**src/hdl/per_view_hit_decimator_core_defines.svh**
```systemverilog
// ----------------------------------------------------------------------------
// per_view_hit_decimator_core_defines
// Assertion macros shared by the hit decimator modules. Each macro expects
// clk_i and rst_ni to be visible in the module that uses it.
// ----------------------------------------------------------------------------
`ifndef PER_VIEW_HIT_DECIMATOR_CORE_DEFINES_SVH
`define PER_VIEW_HIT_DECIMATOR_CORE_DEFINES_SVH

// The consequent must hold in the same cycle as the antecedent.
`define PVHD_ASSERT_IMP(label, ante, cons, msg) \
  label: assert property (@(posedge clk_i) disable iff (!rst_ni) (ante) |-> (cons)) \
    else $error(msg);

// The consequent must hold in the cycle after the antecedent.
`define PVHD_ASSERT_NXT(label, ante, cons, msg) \
  label: assert property (@(posedge clk_i) disable iff (!rst_ni) (ante) |=> (cons)) \
    else $error(msg);

`endif

```
**src/hdl/pvhd_pkg.sv**
```systemverilog
// ----------------------------------------------------------------------------
// pvhd_pkg
// Types and constants shared by the per-view hit decimator modules.
// ----------------------------------------------------------------------------
package pvhd_pkg;

  // Default sizes of the block.
  localparam int unsigned NUM_VIEWS_DEF  = 3;
  localparam int unsigned COUNT_BITS_DEF = 16;

  // Configuration register width and the number of per-view count registers.
  localparam int unsigned CFG_W          = 16;
  localparam int unsigned NUM_COUNT_REGS = 3;

  // Width of a view index at the largest supported number of views.
  localparam int unsigned MAX_VIEW_W = 3;

  // Configuration register indexes.
  typedef enum logic [1:0] {
    REG_MAX_PER_VIEW = 2'd0,
    REG_HITS_VIEW_U  = 2'd1,
    REG_HITS_VIEW_V  = 2'd2,
    REG_HITS_VIEW_Z  = 2'd3
  } cfg_reg_e;

  // One input item.
  typedef struct packed {
    logic [1:0] hit_view;
    logic       was_enabled;
    logic       pass_start;
  } in_item_t;

  // One result item.
  typedef struct packed {
    logic now_enabled;
    logic changed_so_far;
  } out_item_t;

  // Control from the sequencer to the selection unit.
  typedef struct packed {
    logic                  clear;
    logic                  load;
    logic [MAX_VIEW_W-1:0] load_view;
    logic                  load_pol;
    logic                  step;
  } sel_ctrl_t;

endpackage

```
**src/hdl/per_view_hit_decimator_core.sv**
```systemverilog
// ----------------------------------------------------------------------------
// per_view_hit_decimator_core
// Thins a pass of detector hits so that each view keeps about a set number.
// ----------------------------------------------------------------------------
// Usage: write max_per_view and the three per-view hit counts through the
// configuration port (always ready) while the block is idle, then stream the
// hits of one pass on the input channel, the first one flagged pass_start.
// Each hit gives exactly one result item with its new enable bit and the
// running changed flag of the pass.
// An ordinary hit is decided in the cycle it is accepted and reaches the output
// register in the next cycle, so unless the output stalls they flow at one per cycle.
// A pass-start hit runs the ratio set-up: for each view a set-up state and,
// where a division is needed, a run of the shared restoring divider, then
// an issue state. Input is stalled throughout the set-up; the issue state
// is held for as long as a waiting result is stalled.
// Reset clears the configuration, ratios and counters, so hits are enabled.
// While out_stall_i holds a waiting result, in_stall_o is raised as well.
// ----------------------------------------------------------------------------
module per_view_hit_decimator_core #(
  parameter int unsigned NUM_VIEWS  = pvhd_pkg::NUM_VIEWS_DEF,
  parameter int unsigned COUNT_BITS = pvhd_pkg::COUNT_BITS_DEF
) (
  input  logic                        clk_i,
  input  logic                        rst_ni,
  // Hit input channel
  input  logic                        in_valid_i,
  output logic                        in_stall_o,
  input  pvhd_pkg::in_item_t          in_item_i,
  // Result channel
  output logic                        out_valid_o,
  input  logic                        out_stall_i,
  output pvhd_pkg::out_item_t         out_item_o,
  // Configuration write channel
  input  logic                        cfg_valid_i,
  output logic                        cfg_ready_o,
  input  pvhd_pkg::cfg_reg_e          cfg_index_i,
  input  logic [pvhd_pkg::CFG_W-1:0]  cfg_data_i
);

  import pvhd_pkg::*;

  `include "per_view_hit_decimator_core_defines.svh"

  localparam int unsigned VIEW_W = (NUM_VIEWS > 1) ? $clog2(NUM_VIEWS) : 1;

  // Sequencer states.
  typedef enum logic [3:0] {
    S_IDLE   = 4'b0001,
    S_SETUP  = 4'b0010,
    S_DIVIDE = 4'b0100,
    S_ISSUE  = 4'b1000
  } state_e;

  state_e                state_q, state_d;
  logic [VIEW_W-1:0]     view_cnt_q, view_cnt_d;
  logic                  div_pol_q, div_pol_d;
  in_item_t              item_q;
  logic                  item_load;
  logic [CFG_W-1:0]      max_q;
  logic [CFG_W-1:0]      hits_q [NUM_COUNT_REGS];
  logic                  out_valid_q;
  out_item_t             out_item_q;

  logic                  can_issue;
  logic                  in_acc;
  logic                  last_view;
  logic [CFG_W-1:0]      n_raw;
  logic [COUNT_BITS-1:0] lim, cnt_n;
  logic                  big, above, zero_ratio;
  logic [COUNT_BITS-1:0] divisor;
  logic                  div_start, div_done;
  logic [COUNT_BITS-1:0] quotient;
  logic [COUNT_BITS-1:0] load_ratio;
  sel_ctrl_t             sel_ctrl;
  in_item_t              step_item;
  out_item_t             sel_result;

  // Configuration registers; the port is always ready. The user writes it only
  // while the block is idle; the block itself does not enforce this.
  assign cfg_ready_o = 1'b1;

  always_ff @(posedge clk_i or negedge rst_ni) begin
    if (!rst_ni) begin
      max_q <= '0;
      for (int k = 0; k < NUM_COUNT_REGS; k++) begin
        hits_q[k] <= '0;
      end
    end else if (cfg_valid_i) begin
      unique case (cfg_index_i)
        REG_MAX_PER_VIEW: max_q     <= cfg_data_i;
        REG_HITS_VIEW_U:  hits_q[0] <= cfg_data_i;
        REG_HITS_VIEW_V:  hits_q[1] <= cfg_data_i;
        REG_HITS_VIEW_Z:  hits_q[2] <= cfg_data_i;
        default: ;
      endcase
    end
  end

  // Handshake: items are taken only in idle and when the result slot frees.
  assign can_issue  = !out_valid_q || !out_stall_i;
  assign in_stall_o = !((state_q == S_IDLE) && can_issue);
  assign in_acc     = in_valid_i && !in_stall_o;

  // Ratio rule for the view under set-up. Views without a count register
  // see a count of zero.
  always_comb begin
    n_raw = '0;
    for (int k = 0; k < NUM_COUNT_REGS; k++) begin
      if (int'(view_cnt_q) == k) begin
        n_raw = hits_q[k];
      end
    end
  end

  assign lim        = COUNT_BITS'(max_q);
  assign cnt_n      = COUNT_BITS'(n_raw);
  assign big        = ({1'b0, cnt_n} >= {lim, 1'b0});
  assign above      = (cnt_n > lim);
  assign zero_ratio = (lim == '0) || !above;
  assign divisor    = big ? lim : (cnt_n - lim);
  assign last_view  = (view_cnt_q == VIEW_W'(NUM_VIEWS - 1));

  // Shared divider for all views.
  pvhd_divider #(
    .WIDTH (COUNT_BITS)
  ) u_divider (
    .clk_i      (clk_i),
    .rst_ni     (rst_ni),
    .start_i    (div_start),
    .dividend_i (cnt_n),
    .divisor_i  (divisor),
    .done_o     (div_done),
    .quotient_o (quotient)
  );

  // Sequencer.
  always_comb begin
    state_d            = state_q;
    view_cnt_d         = view_cnt_q;
    div_pol_d          = div_pol_q;
    item_load          = 1'b0;
    div_start          = 1'b0;
    load_ratio         = '0;
    sel_ctrl           = '0;
    sel_ctrl.load_view = MAX_VIEW_W'(view_cnt_q);
    step_item          = item_q;
    unique case (state_q)
      S_IDLE: begin
        step_item = in_item_i;
        if (in_acc) begin
          if (in_item_i.pass_start) begin
            item_load      = 1'b1;
            sel_ctrl.clear = 1'b1;
            view_cnt_d     = '0;
            state_d        = S_SETUP;
          end else begin
            sel_ctrl.step = 1'b1;
          end
        end
      end
      S_SETUP: begin
        if (zero_ratio) begin
          sel_ctrl.load = 1'b1;
          if (last_view) begin
            state_d = S_ISSUE;
          end else begin
            view_cnt_d = view_cnt_q + VIEW_W'(1);
          end
        end else begin
          div_start = 1'b1;
          div_pol_d = big;
          state_d   = S_DIVIDE;
        end
      end
      S_DIVIDE: begin
        if (div_done) begin
          sel_ctrl.load     = 1'b1;
          sel_ctrl.load_pol = div_pol_q;
          load_ratio        = quotient;
          if (last_view) begin
            state_d = S_ISSUE;
          end else begin
            view_cnt_d = view_cnt_q + VIEW_W'(1);
            state_d    = S_SETUP;
          end
        end
      end
      S_ISSUE: begin
        if (can_issue) begin
          sel_ctrl.step = 1'b1;
          state_d       = S_IDLE;
        end
      end
      default: begin
        state_d = S_IDLE;
      end
    endcase
  end

  always_ff @(posedge clk_i or negedge rst_ni) begin
    if (!rst_ni) begin
      state_q    <= S_IDLE;
      view_cnt_q <= '0;
      div_pol_q  <= 1'b0;
    end else begin
      state_q    <= state_d;
      view_cnt_q <= view_cnt_d;
      div_pol_q  <= div_pol_d;
    end
  end

  // Holds a pass-start item while its ratios are worked out.
  always_ff @(posedge clk_i) begin
    if (item_load) begin
      item_q <= in_item_i;
    end
  end

  // Per-view selection state.
  pvhd_select #(
    .NUM_VIEWS  (NUM_VIEWS),
    .COUNT_BITS (COUNT_BITS)
  ) u_select (
    .clk_i        (clk_i),
    .rst_ni       (rst_ni),
    .ctrl_i       (sel_ctrl),
    .load_ratio_i (load_ratio),
    .hit_i        (step_item),
    .result_o     (sel_result)
  );

  // Output register.
  always_ff @(posedge clk_i or negedge rst_ni) begin
    if (!rst_ni) begin
      out_valid_q <= 1'b0;
    end else if (sel_ctrl.step) begin
      out_valid_q <= 1'b1;
    end else if (!out_stall_i) begin
      out_valid_q <= 1'b0;
    end
  end

  always_ff @(posedge clk_i) begin
    if (sel_ctrl.step) begin
      out_item_q <= sel_result;
    end
  end

  assign out_valid_o = out_valid_q;
  assign out_item_o  = out_item_q;

  `PVHD_ASSERT_IMP(a_acc_idle, in_acc, state_q == S_IDLE, "item accepted outside idle")
  `PVHD_ASSERT_IMP(a_div_setup, div_start, state_q == S_SETUP, "divider started outside set-up")
  `PVHD_ASSERT_IMP(a_done_divide, div_done, state_q == S_DIVIDE, "divider done outside divide")
  `PVHD_ASSERT_IMP(a_no_overwrite, sel_ctrl.step, can_issue, "waiting result overwritten")

endmodule

```
**src/hdl/pvhd_divider.sv**
```systemverilog
// ----------------------------------------------------------------------------
// pvhd_divider
// Restoring unsigned divider, one quotient bit per cycle. Shared by all views
// to derive the decimation ratios at the start of a pass.
// ----------------------------------------------------------------------------
module pvhd_divider #(
  parameter int unsigned WIDTH = pvhd_pkg::COUNT_BITS_DEF
) (
  input  logic             clk_i,
  input  logic             rst_ni,
  input  logic             start_i,
  input  logic [WIDTH-1:0] dividend_i,
  input  logic [WIDTH-1:0] divisor_i,
  output logic             done_o,
  output logic [WIDTH-1:0] quotient_o
);

  `include "per_view_hit_decimator_core_defines.svh"

  localparam int unsigned CNT_W = $clog2(WIDTH + 1);

  logic             running_q, running_d;
  logic             done_q, done_d;
  logic [CNT_W-1:0] cnt_q, cnt_d;
  logic [WIDTH-1:0] rem_q, quo_q, div_q;
  logic [WIDTH:0]   trial;
  logic [WIDTH:0]   diff;
  logic             fits;

  // Trial subtraction of the divisor from the shifted partial remainder.
  assign trial = {rem_q, quo_q[WIDTH-1]};
  assign diff  = trial - {1'b0, div_q};
  assign fits  = (trial >= {1'b0, div_q});

  // Step counter and completion flag.
  always_comb begin
    running_d = running_q;
    cnt_d     = cnt_q;
    done_d    = 1'b0;
    if (start_i) begin
      running_d = 1'b1;
      cnt_d     = CNT_W'(WIDTH);
    end else if (running_q) begin
      cnt_d = cnt_q - CNT_W'(1);
      if (cnt_q == CNT_W'(1)) begin
        running_d = 1'b0;
        done_d    = 1'b1;
      end
    end
  end

  always_ff @(posedge clk_i or negedge rst_ni) begin
    if (!rst_ni) begin
      running_q <= 1'b0;
      done_q    <= 1'b0;
      cnt_q     <= '0;
    end else begin
      running_q <= running_d;
      done_q    <= done_d;
      cnt_q     <= cnt_d;
    end
  end

  // Datapath: the dividend register shifts out its top bit and takes in the
  // quotient bits from below.
  always_ff @(posedge clk_i) begin
    if (start_i) begin
      rem_q <= '0;
      quo_q <= dividend_i;
      div_q <= divisor_i;
    end else if (running_q) begin
      rem_q <= fits ? diff[WIDTH-1:0] : trial[WIDTH-1:0];
      quo_q <= {quo_q[WIDTH-2:0], fits};
    end
  end

  assign done_o     = done_q;
  assign quotient_o = quo_q;

  `PVHD_ASSERT_IMP(a_start_idle, start_i, !running_q, "divider started while busy")
  `PVHD_ASSERT_IMP(a_done_stopped, done_q, !running_q, "divider done while still running")
  `PVHD_ASSERT_NXT(a_start_runs, start_i, running_q, "divider did not start")

endmodule

```
**src/hdl/pvhd_select.sv**
```systemverilog
// ----------------------------------------------------------------------------
// pvhd_select
// Per-view ratio, polarity and position registers, and the enable decision
// for one hit together with the running changed flag.
// ----------------------------------------------------------------------------
module pvhd_select #(
  parameter int unsigned NUM_VIEWS  = pvhd_pkg::NUM_VIEWS_DEF,
  parameter int unsigned COUNT_BITS = pvhd_pkg::COUNT_BITS_DEF
) (
  input  logic                 clk_i,
  input  logic                 rst_ni,
  input  pvhd_pkg::sel_ctrl_t  ctrl_i,
  input  logic [COUNT_BITS-1:0] load_ratio_i,
  input  pvhd_pkg::in_item_t   hit_i,
  output pvhd_pkg::out_item_t  result_o
);

  import pvhd_pkg::*;

  logic [COUNT_BITS-1:0] ratio_q [NUM_VIEWS];
  logic [COUNT_BITS-1:0] ratio_d [NUM_VIEWS];
  logic [COUNT_BITS-1:0] pos_q   [NUM_VIEWS];
  logic [COUNT_BITS-1:0] pos_d   [NUM_VIEWS];
  logic [COUNT_BITS:0]   pos_inc [NUM_VIEWS];
  logic [NUM_VIEWS-1:0]  pol_q, pol_d;
  logic [NUM_VIEWS-1:0]  hit_here;
  logic [NUM_VIEWS-1:0]  load_here;
  logic                  changed_q, changed_d;
  logic                  now_en;

  // View decode for the hit and for the ratio load.
  always_comb begin
    for (int v = 0; v < NUM_VIEWS; v++) begin
      hit_here[v]  = (int'(hit_i.hit_view) == v);
      load_here[v] = ctrl_i.load && (int'(ctrl_i.load_view) == v);
      pos_inc[v]   = {1'b0, pos_q[v]} + (COUNT_BITS + 1)'(1);
    end
  end

  // Enable decision: position zero takes the polarity, the rest its inverse; a view with ratio zero keeps hits enabled.
  always_comb begin
    now_en = 1'b1;
    for (int v = 0; v < NUM_VIEWS; v++) begin
      if (hit_here[v] && (ratio_q[v] != '0)) begin
        now_en = (pos_q[v] == '0) ? pol_q[v] : ~pol_q[v];
      end
    end
  end

  // Next state of the per-view registers and the changed flag.
  always_comb begin
    changed_d = changed_q;
    pol_d     = pol_q;
    for (int v = 0; v < NUM_VIEWS; v++) begin
      ratio_d[v] = ratio_q[v];
      pos_d[v]   = pos_q[v];
      if (ctrl_i.clear) begin
        pos_d[v] = '0;
      end
      if (load_here[v]) begin
        ratio_d[v] = load_ratio_i;
        pol_d[v]   = ctrl_i.load_pol;
        pos_d[v]   = '0;
      end
      if (ctrl_i.step && hit_here[v] && (ratio_q[v] != '0)) begin
        if (pos_inc[v] >= {1'b0, ratio_q[v]}) begin
          pos_d[v] = '0;
        end else begin
          pos_d[v] = pos_inc[v][COUNT_BITS-1:0];
        end
      end
    end
    if (ctrl_i.clear) begin
      changed_d = 1'b0;
    end
    if (ctrl_i.step && (now_en != hit_i.was_enabled)) begin
      changed_d = 1'b1;
    end
  end

  always_ff @(posedge clk_i or negedge rst_ni) begin
    if (!rst_ni) begin
      for (int v = 0; v < NUM_VIEWS; v++) begin
        ratio_q[v] <= '0;
        pos_q[v]   <= '0;
      end
      pol_q     <= '0;
      changed_q <= 1'b0;
    end else begin
      for (int v = 0; v < NUM_VIEWS; v++) begin
        ratio_q[v] <= ratio_d[v];
        pos_q[v]   <= pos_d[v];
      end
      pol_q     <= pol_d;
      changed_q <= changed_d;
    end
  end

  // The result includes this hit's own change.
  assign result_o.now_enabled    = now_en;
  assign result_o.changed_so_far = changed_q | (now_en != hit_i.was_enabled);

endmodule
```
**config.mk**
```make
export PLATFORM = sky130hd
export DESIGN_NAME = per_view_hit_decimator_core
export DESIGN_NICKNAME = d
export VERILOG_FILES = /design/src/hdl/pvhd_pkg.sv /design/src/hdl/per_view_hit_decimator_core.sv /design/src/hdl/pvhd_divider.sv /design/src/hdl/pvhd_select.sv
export VERILOG_INCLUDE_DIRS = /design/src /design/src/hdl
export SDC_FILE = /design/constraint.sdc
export NUM_CORES = 1
export LEC_CHECK = 0
export ABC_AREA = 1
export CORE_UTILIZATION = 61
export CTS_CLUSTER_DIAMETER = 40
export CTS_CLUSTER_SIZE = 25
export DETAILED_ROUTE_END_ITERATION = 8
export DONT_BUFFER_PORTS = 1
export HOLD_SLACK_MARGIN = 0.15
export PLACE_DENSITY = 0.83
export SLEW_MARGIN = 20
export SYNTH_ARGS = -nofsm -noshare
export SYNTH_HDL_FRONTEND = slang
export SYNTH_SLANG_ARGS = --single-unit
```
**constraint.sdc**
```tcl
create_clock -name clk_i -period 9.97 [get_ports clk_i]
set_clock_uncertainty 0.2 [all_clocks]
set_input_delay 1.4955 -clock clk_i [delete_from_list [all_inputs] [get_ports clk_i]]
set_output_delay 1.4955 -clock clk_i [all_outputs]
set_load 0.005 [all_outputs]
```
==> results.md, run 1 <==
| Quantity | Value | Unit |
| --- | --- | --- |
| Clock period minus worst slack | 5.39 | ns |
| Number of global-route vias before repair | 12,900 | - |
| Mean routed wirelength per cell | 16.1 | um |
| Area fraction of the dominant cell type after synthesis | 30.1 | % |
| Post CTS Setup Buffer Count | 0 | - |
| Most common cell after layout, fill and taps aside | sky130_fd_sc_hd__nand2_1 | - |
| Seq. cell area | 5910 | um2 |
| Leak pwr | 8.28 | nW |
| Setup TNS after final layout | 0 | ns |
| Fraction of final layout cells sized beyond drive strength 1 | 5.45 | % |
| Number of DRC violations after detailed routing | 0 | - |
| First DRT Iteration DRCs | 1,172 | - |
| Fraction of the cycle the final worst path needs | 54.1 | % |
| Post-DP HPWL | 25,800 | um |
| Antenna Diode Count | 0 | - |
| Number of max-cap violations | 0 | - |
| Largest net degree at the start of global routing | 180 | - |
| Crit path DAT | 5.63 | ns |
| Peak Freq | 186 | MHz |
| Die W | 158 | um |
| Leading cell types in the layout, fill and taps excluded | 563 x sky130_fd_sc_hd__nand2_1, 259 x sky130_fd_sc_hd__inv_1, 178 x sky130_fd_sc_hd__dfrtp_1 | - |
| Via-to-Cell Ratio | 5.78 | - |
| Area of the multi-input gates | 7580 | um2 |
| Final weighted congestion in routability-driven placement | 0.913 | - |
| Number of vias in the routed layout | 13,300 | - |
| Number of antenna violations at the first check in global routing | 0 | - |
| Area of the mapped netlist | 14,800 | um2 |
| Share of flip-flops with an asynchronous set or reset after synthesis | 77.2 | % |
| Setup CP Type | flip-flop to flip-flop | - |
| Setup repair after global routing missed its margin | no | - |
| Post-route non-filler standard cell count | 2,300 | - |
| Endpoints failing setup | 0 | - |
| Post-Route WL | 37,000 | um |
| Core Region | 23,600 | um2 |
| Number of cells produced by synthesis | 1,973 | - |
| CTS Sinks | 232 | - |
| Worst Setup Start Kind | flip-flop | - |
| Nets | 2,090 | - |
| Number of instances resized during post-cts repair | 0 | - |
| Maximum vdd ir drop | 0.000203 | V |
| Relative slew slack | 24.2 | % |
| Power per standard cell area | 275 | nW/um2 |
| Final-report hold violation count | 0 | - |
| Starting density of the core | 62.7 | % |
| Most area-hungry cell type in the Yosys netlist | sky130_fd_sc_hd__dfrtp_1 | - |
| Area post-placement | 14,900 | um2 |
| Count of flip-flops with a built-in enable after synthesis | 37 | - |
| Worst endpoint required time | 10.21 | ns |
| Number of levels the H-tree was split into | 2 | - |
| Area growth, synth to finish | 9.13 | % |
| Total routing resource utilization after global routing | 30.8 | % |
| Number of clock buffers inserted by TritonCTS | 34 | - |
| Count of input and output buffers | 0 | - |
| Distinct cells, synth | 49 | - |
| Root Driver | sky130_fd_sc_hd__clkbuf_16 | - |
| Main flop type after synthesis | sky130_fd_sc_hd__dfrtp_1 | - |
| Hold Path Class | flip-flop to flip-flop | - |
| Wire length of the first global-routing pass | 61,700 | um |
| I/O pin count | 32 | - |
| Pre-Repair DR Iteration Count | 6 | - |
| Worst setup EP type | flip-flop | - |
| Area of the die | 24,900 | um2 |
| Post-route cell area | 16,200 | um2 |
| Yosys warnings | 0 | - |
| Source-to-sink clock delay at the later pin of the worst-skew pair | 0.53 | ns |
| Number of slew-limit violations in the final report | 0 | - |
| Placed Cells | 2,238 | - |
| Maximum clock insertion buffer count | 3 | - |
| TritonCTS clock tree | built | - |
| Global-route congestion overflow total | 0 | - |
| Worst hold slack | 0.268 | ns |
| Cts-stage hold buffer count | 0 | - |
| Share of the yosys chip area belonging to registers | 39.9 | % |
| Residual antenna-violating net count after detailed routing | 0 | - |
| Filler cell count in the final layout | 1,891 | - |
| Post-Syn Nets | 2,108 | - |
| Number of placement rows | 56 | - |
| Worst Path Max Fanout | 18 | - |
| Detail Route met2 WL | 17,800 | um |
| Mean Syn Cell Area | 7.50 | um2 |
| Clock slew seen by the registers of the worst setup and hold paths | 0.05 | ns |
| Transition time of the tightest slew-check pin | 1.13 | ns |
| Top routing layer in use | met4 | - |
| Total of flip-flops plus latches after synthesis | 232 | - |
| Met3 routed WL | 2160 | um |
| Result of the run | finished, final reports clean | - |
| Top area cells in the synthesized netlist | sky130_fd_sc_hd__dfrtp_1 30%, sky130_fd_sc_hd__nand2_1 14%, sky130_fd_sc_hd__ha_1 9.0% | - |
| Die Y | 158 | um |
| Met1 wire length | 16,000 | um |
==> path summary, 6_finish.rpt <==
path	start	end	slack, ns	cells after the start
max	view_cnt_q[1]	u_divider.rem_q[2]	4.58	22
min	u_divider.rem_q[1]	u_divider.rem_q[1]	0.27	2
max reg2reg	view_cnt_q[1]	u_divider.rem_q[2]	4.58	22
min reg2reg	u_divider.rem_q[1]	u_divider.rem_q[1]	0.27	2
max in group asynchronous	rst_ni	lim[13]	8.71	0
min in group asynchronous	rst_ni	u_select.pos_q[16]	0.51	0
==> state kept, by name (all words and copies together), names as in the netlist <==
| name | cells |
|---|---|
| out_item_o | 2 |
| lim | 16 |
| u_select.changed_q | 1 |
| out_valid_o | 1 |
| item_q | 3 |
| hits_q | 48 |
| u_divider.running_q | 1 |
| view_cnt_q | 2 |
| u_divider.done_o | 1 |
| u_divider.cnt_q | 5 |
| u_divider.rem_q | 16 |
| state_q | 4 |
| div_pol_q | 1 |
| u_divider.quotient_o | 16 |
| u_select.pos_q | 48 |
| u_select.ratio_q | 48 |
| u_select.pol_q | 3 |
| u_divider.div_q | 16 |
==> area by class of cell <==
type,count,area share [%]
multi-input cells,1415,46.9
clock buffers,43,6.25
inverters,269,6.25
clock inverters,19,1.34
repair buffers,3,0.139
flip-flops and latches,232,36.6
well taps,319,2.47
==> metal layers <==
| metal | global-route usage, % | vias up |
|---|---|---|
| li1 | - | 6391 |
| met1 | 41.2 | 6367 |
| met2 | 51.4 | 454 |
| met3 | 4.02 | 86 |
| met4 | 10.6 | 0 |
| met5 | 0 | - |
==> Yosys cell counts, drive strengths merged, types with 2 or more instances <==
library cell / number
clkbuf: 23
a21oi: 72
a21o: 3
a211oi: 2
nand4: 60
a31oi: 3
nor2: 158
o21ai: 162
a21boi: 3
nor3: 24
fa: 2
dfxtp: 16
nor4: 5
edfxtp: 37
ha: 106
buf: 34
inv: 268
o21a: 2
nand2: 571
o21bai: 6
nand3b: 23
or2: 3
xnor2: 11
nand3: 140
a22oi: 16
xor2: 38
dfrtp: 178
==> worst max-delay path, stage by stage, from the launching register on <==
cell and delay [ns]:
sky130_fd_sc_hd__dfrtp_1 0.40, sky130_fd_sc_hd__inv_1 0.09, sky130_fd_sc_hd__ha_1 0.63, sky130_fd_sc_hd__inv_2 0.29, sky130_fd_sc_hd__nand2_1 0.16, sky130_fd_sc_hd__inv_2 0.14, sky130_fd_sc_hd__nand2_1 0.09, sky130_fd_sc_hd__nand3_1 0.06
sky130_fd_sc_hd__o21ai_1 0.17, sky130_fd_sc_hd__ha_1 0.19, sky130_fd_sc_hd__inv_1 0.06, sky130_fd_sc_hd__fa_1 0.41, sky130_fd_sc_hd__nand3_1 0.10, sky130_fd_sc_hd__nand3_1 0.13, sky130_fd_sc_hd__nand2_1 0.09, sky130_fd_sc_hd__nand2_1 0.10
sky130_fd_sc_hd__nand2_1 0.08, sky130_fd_sc_hd__nand2_1 0.07, sky130_fd_sc_hd__nand3_1 0.46, sky130_fd_sc_hd__nand2_1 0.64, sky130_fd_sc_hd__inv_2 0.48, sky130_fd_sc_hd__nand2_1 0.15, sky130_fd_sc_hd__nand2_1 0.10
==> cells by family after synthesis <==
kind of cell,after synthesis,share of synthesized area [%]
AOI/OAI and AO/OA,272,10.0
buffers and inverters,326,8.89
DFF,232,39.9
other,1,0.0253
and+or+nand+nor,985,29.0
adders and majority gates,108,9.23
xor gates and xnor gates,49,2.90
==> metrics by stage <==
stage	setup WS [ns]	total power [mW]	utilization [%]
final	4.58	4.45	68.4
after detailed placement	4.76	3.13	63.2
after CTS	4.66	4.42	68.4
after global placement	4.93	3.08	63.2
after global routing	4.15	4.74	68.4
after floorplan	6.36	2.72	-
==> where the power goes <==
group | internal, mW | switching [mW]
Clock | 0.787 | 0.482
Combinational | 0.621 | 1.24
Sequential | 1.20 | 0.118
Total | 2.60 | 1.84
(Power assumes the default switching activity.)
==> run 2: changes to the inputs <==
--- a/config.mk
+++ b/config.mk
@@ -7,13 +7,13 @@
 export NUM_CORES = 1
 export LEC_CHECK = 0
 export ABC_AREA = 1
-export CORE_UTILIZATION = 61
+export CORE_UTILIZATION = 59
 export CTS_CLUSTER_DIAMETER = 40
 export CTS_CLUSTER_SIZE = 25
 export DETAILED_ROUTE_END_ITERATION = 8
 export DONT_BUFFER_PORTS = 1
 export HOLD_SLACK_MARGIN = 0.15
-export PLACE_DENSITY = 0.83
+export PLACE_DENSITY = 0.84
 export SLEW_MARGIN = 20
 export SYNTH_ARGS = -nofsm -noshare
 export SYNTH_HDL_FRONTEND = slang
==> constraint.sdc (replaced) <==
create_clock -name clk_i -period 4.36 [get_ports clk_i]
set_clock_uncertainty 0.2 [all_clocks]
set_input_delay 0.654 -clock clk_i [delete_from_list [all_inputs] [get_ports clk_i]]
set_output_delay 0.654 -clock clk_i [all_outputs]
set_load 0.005 [all_outputs]
==> run 2 against run 1 <==
- the flow now finishes with violations (hold timing)
- utilization down 2.0 points
- first-iteration DRC count decreased by 8.1%
- highest routed layer unchanged
- wire length is 1.8% lower
- count of clock-buffer cells in the layout shrank 5
- sequential power rose by 130%
- clock power grew 110%
- critical path depth decreased by 2
- sequential share of layout area down 0.19 points
- hold slack worse by 0.60 ns
- maximum frequency grew 30%
- register-to-register slack worse by 4.4 ns
- final cell count rose by 1.1%
==> results.md, run 2 (synthesized netlist as in run 1, its figures left out) <==
| Quantity | Value | Unit |
| --- | --- | --- |
| Die W | 160 | um |
| Post-Route WL | 36,300 | um |
| Violated checks | hold timing | - |
| Kind of cell with the highest combined delay on the critical path | buffers and inverters | - |
| Number of levels the H-tree was split into | 2 | - |
| Worst hold slack | -0.336 | ns |
| CP peak stage delay | 0.40 | ns |
| Number of vias in the routed layout | 13,200 | - |
| CP Buf/Inv Count | 6 | - |
| Worst-case reg-to-reg path depth | 20 | - |
| Hold Path Class | primary input to async pin | - |
| Total power draw | 9.85 | mW |
| Clock period minus worst slack | 4.14 | ns |
| Via-to-Cell Ratio | 5.68 | - |
| Die Y | 160 | um |
| Worst Setup Start Kind | flip-flop | - |
| Fraction of final layout cells sized beyond drive strength 1 | 5.75 | % |
| Number of global-route vias before repair | 12,700 | - |
| Placed Cells | 2,250 | - |
| CTS Sinks | 232 | - |
| First DRT Iteration DRCs | 1,077 | - |
| Number of antenna violations at the first check in global routing | 0 | - |
| Residual antenna-violating net count after detailed routing | 0 | - |
| Setup repair after global routing missed its margin | yes | - |
| Wire length of the first global-routing pass | 60,300 | um |
| Worst slack at placement | 0.304 | ns |
| Relative slew slack | 31.1 | % |
| Area growth, synth to finish | 9.70 | % |
| Number of max-cap violations | 0 | - |
| Antenna Diode Count | 0 | - |
| Cell count along the critical path | 20 | - |
| Total routing resource utilization after global routing | 28.4 | % |
| Switching Share | 41.4 | % |
| Post-route non-filler standard cell count | 2,325 | - |
| I/O pin count | 32 | - |
| TritonCTS clock tree | built | - |
| Number of clock buffers inserted by TritonCTS | 34 | - |
| Root Driver | sky130_fd_sc_hd__clkbuf_16 | - |
| Endpoints failing setup | 0 | - |
| Transition time of the tightest slew-check pin | 1.03 | ns |
| Nets | 2,113 | - |
| Switching power total | 4.08 | mW |
| Setup CP Type | flip-flop to flip-flop | - |
| Gate power share | 43.5 | % |
| Area post-placement | 15,000 | um2 |
| Area of the die | 25,700 | um2 |
| Largest net degree at the start of global routing | 180 | - |
| Power per standard cell area | 606 | nW/um2 |
| Clock slew seen by the registers of the worst setup and hold paths | 0.06 | ns |
| Number of placement rows | 57 | - |
| Number of slew-limit violations in the final report | 0 | - |
| Count of input and output buffers | 0 | - |
| Worst Path Max Fanout | 18 | - |
| Worst path slowest cell | sky130_fd_sc_hd__inv_1 | - |
| Starting density of the core | 60.5 | % |
| Leading cell types in the layout, fill and taps excluded | 563 x sky130_fd_sc_hd__nand2_1, 259 x sky130_fd_sc_hd__inv_1, 178 x sky130_fd_sc_hd__dfrtp_1 | - |
| Most common cell after layout, fill and taps aside | sky130_fd_sc_hd__nand2_1 | - |
| Number of DRC violations after detailed routing | 0 | - |
| Result of the run | finished, violations left | - |
| Largest registers | hits_q x48, u_select.pos_q x48, u_select.ratio_q x48 | - |
| Worst endpoint required time | 4.35 | ns |
| Global-route congestion overflow total | 0 | - |
| Internal power contribution | 5.77 | mW |
| Source-to-sink clock delay at the later pin of the worst-skew pair | 0.52 | ns |
| Worst setup EP type | flip-flop | - |
| Leak pwr | 8.32 | nW |
| Maximum vdd ir drop | 0.000461 | V |
| List of cells traversed by the critical path | inv_1 > ha_1 > inv_2 > nand2_1 > inv_2 > nand2_1 > nand3_1 > o21ai_1 > ha_1 > inv_1 > fa_1 > nand3_1 > nand3_1 > nand2_1 > nand2_1 > nand2_1 > nand2_1 > nand3_1 > inv_1 > buf_4 | - |
| Crit path DAT | 4.13 | ns |
| Final weighted congestion in routability-driven placement | 0.958 | - |
| Fraction of the cycle the final worst path needs | 94.9 | % |
| Peak Freq | 242 | MHz |
| Maximum clock insertion buffer count | 3 | - |
| Mean routed wirelength per cell | 15.6 | um |
| Post-DP HPWL | 25,100 | um |
| Top cell by count, worst path | sky130_fd_sc_hd__nand2_1 | - |
| Clock power frac | 26.5 | % |
| Final WS setup | 0.224 | ns |
| Core Region | 24,500 | um2 |
| Filler cell count in the final layout | 1,969 | - |
| Pre-Repair DR Iteration Count | 5 | - |
| Part of the power in registers | 30.1 | % |
| Cts-stage hold buffer count | 15 | - |
| Final-report hold violation count | 179 | - |
| Post-route cell area | 16,200 | um2 |
run 2: repair_timing:
item	CTS	global route
endpoints found under the hold margin	212	179
endpoints found under the setup margin	0	104
gates resized for setup	0	5
setup buffers	0	0
run 2: metrics by stage:
step                TNS [ns]  util (%)
floorplan                  0         -
global placement           0      61.2
detailed placement         0      61.2
CTS                        0      66.2
global route         -0.0522      66.4
finish                     0      66.4
run 2: final timing paths:
path	start	endpoint	slack, ns
min in group clk_i	cfg_data_i[10]	hits_q[26]	0.17
hold / removal	rst_ni	u_select.pos_q[29]	-0.34
max in group asynchronous	rst_ni	lim[14]	3.94
setup reg to reg	view_cnt_q[1]	u_divider.div_q[10]	0.22
setup / recovery	view_cnt_q[1]	u_divider.div_q[10]	0.22
hold reg to reg	u_divider.rem_q[5]	u_divider.rem_q[5]	0.27
run 2: final cells by class:
| class | instances | area (um2) | area share, % |
|---|---|---|---|
| clock buffer | 38 | 897 | 5.52 |
| clock inverter | 21 | 178 | 1.09 |
| inverter | 269 | 1010 | 6.22 |
| multi-input combinational | 1416 | 7610 | 46.9 |
| sequential | 232 | 5910 | 36.4 |
| tap | 324 | 405 | 2.50 |
| timing repair buffer | 25 | 225 | 1.39 |
run 2: worst reg2reg max path: stages, from the launching register on:
cell	delay [ns]
sky130_fd_sc_hd__dfrtp_1	0.38
sky130_fd_sc_hd__inv_1	0.08
sky130_fd_sc_hd__ha_1	0.21
sky130_fd_sc_hd__inv_2	0.21
sky130_fd_sc_hd__nand2_1	0.13
sky130_fd_sc_hd__inv_2	0.31
sky130_fd_sc_hd__nand2_1	0.12
sky130_fd_sc_hd__nand3_1	0.09
sky130_fd_sc_hd__o21ai_1	0.13
sky130_fd_sc_hd__ha_1	0.22
sky130_fd_sc_hd__inv_1	0.09
sky130_fd_sc_hd__fa_1	0.22
sky130_fd_sc_hd__nand3_1	0.10
sky130_fd_sc_hd__nand3_1	0.14
sky130_fd_sc_hd__nand2_1	0.07
sky130_fd_sc_hd__nand2_1	0.13
sky130_fd_sc_hd__nand2_1	0.07
sky130_fd_sc_hd__nand2_1	0.11
sky130_fd_sc_hd__nand3_1	0.10
sky130_fd_sc_hd__inv_1	0.40
sky130_fd_sc_hd__buf_4	0.33
run 2: layer usage:
layer  global-route usage (%)  routed length (um)  vias to the layer above
met5                        0                   0                        -
met4                     11.6                1210                        0
met3                     3.82                2220                       95
met2                     46.8               17100                      433
met1                     37.9               15800                     6234
li1                         -                   -                     6436
run 2: power groups by stage:
stage	Sequential, mW	Clock [mW]	Combinational (mW)
after global placement	2.97	0	4.01
after detailed placement	2.99	0	4.13
after global routing	3.00	2.72	4.82
after CTS	2.96	2.65	4.19
after floorplan	2.92	0	3.30
final	2.96	2.61	4.28
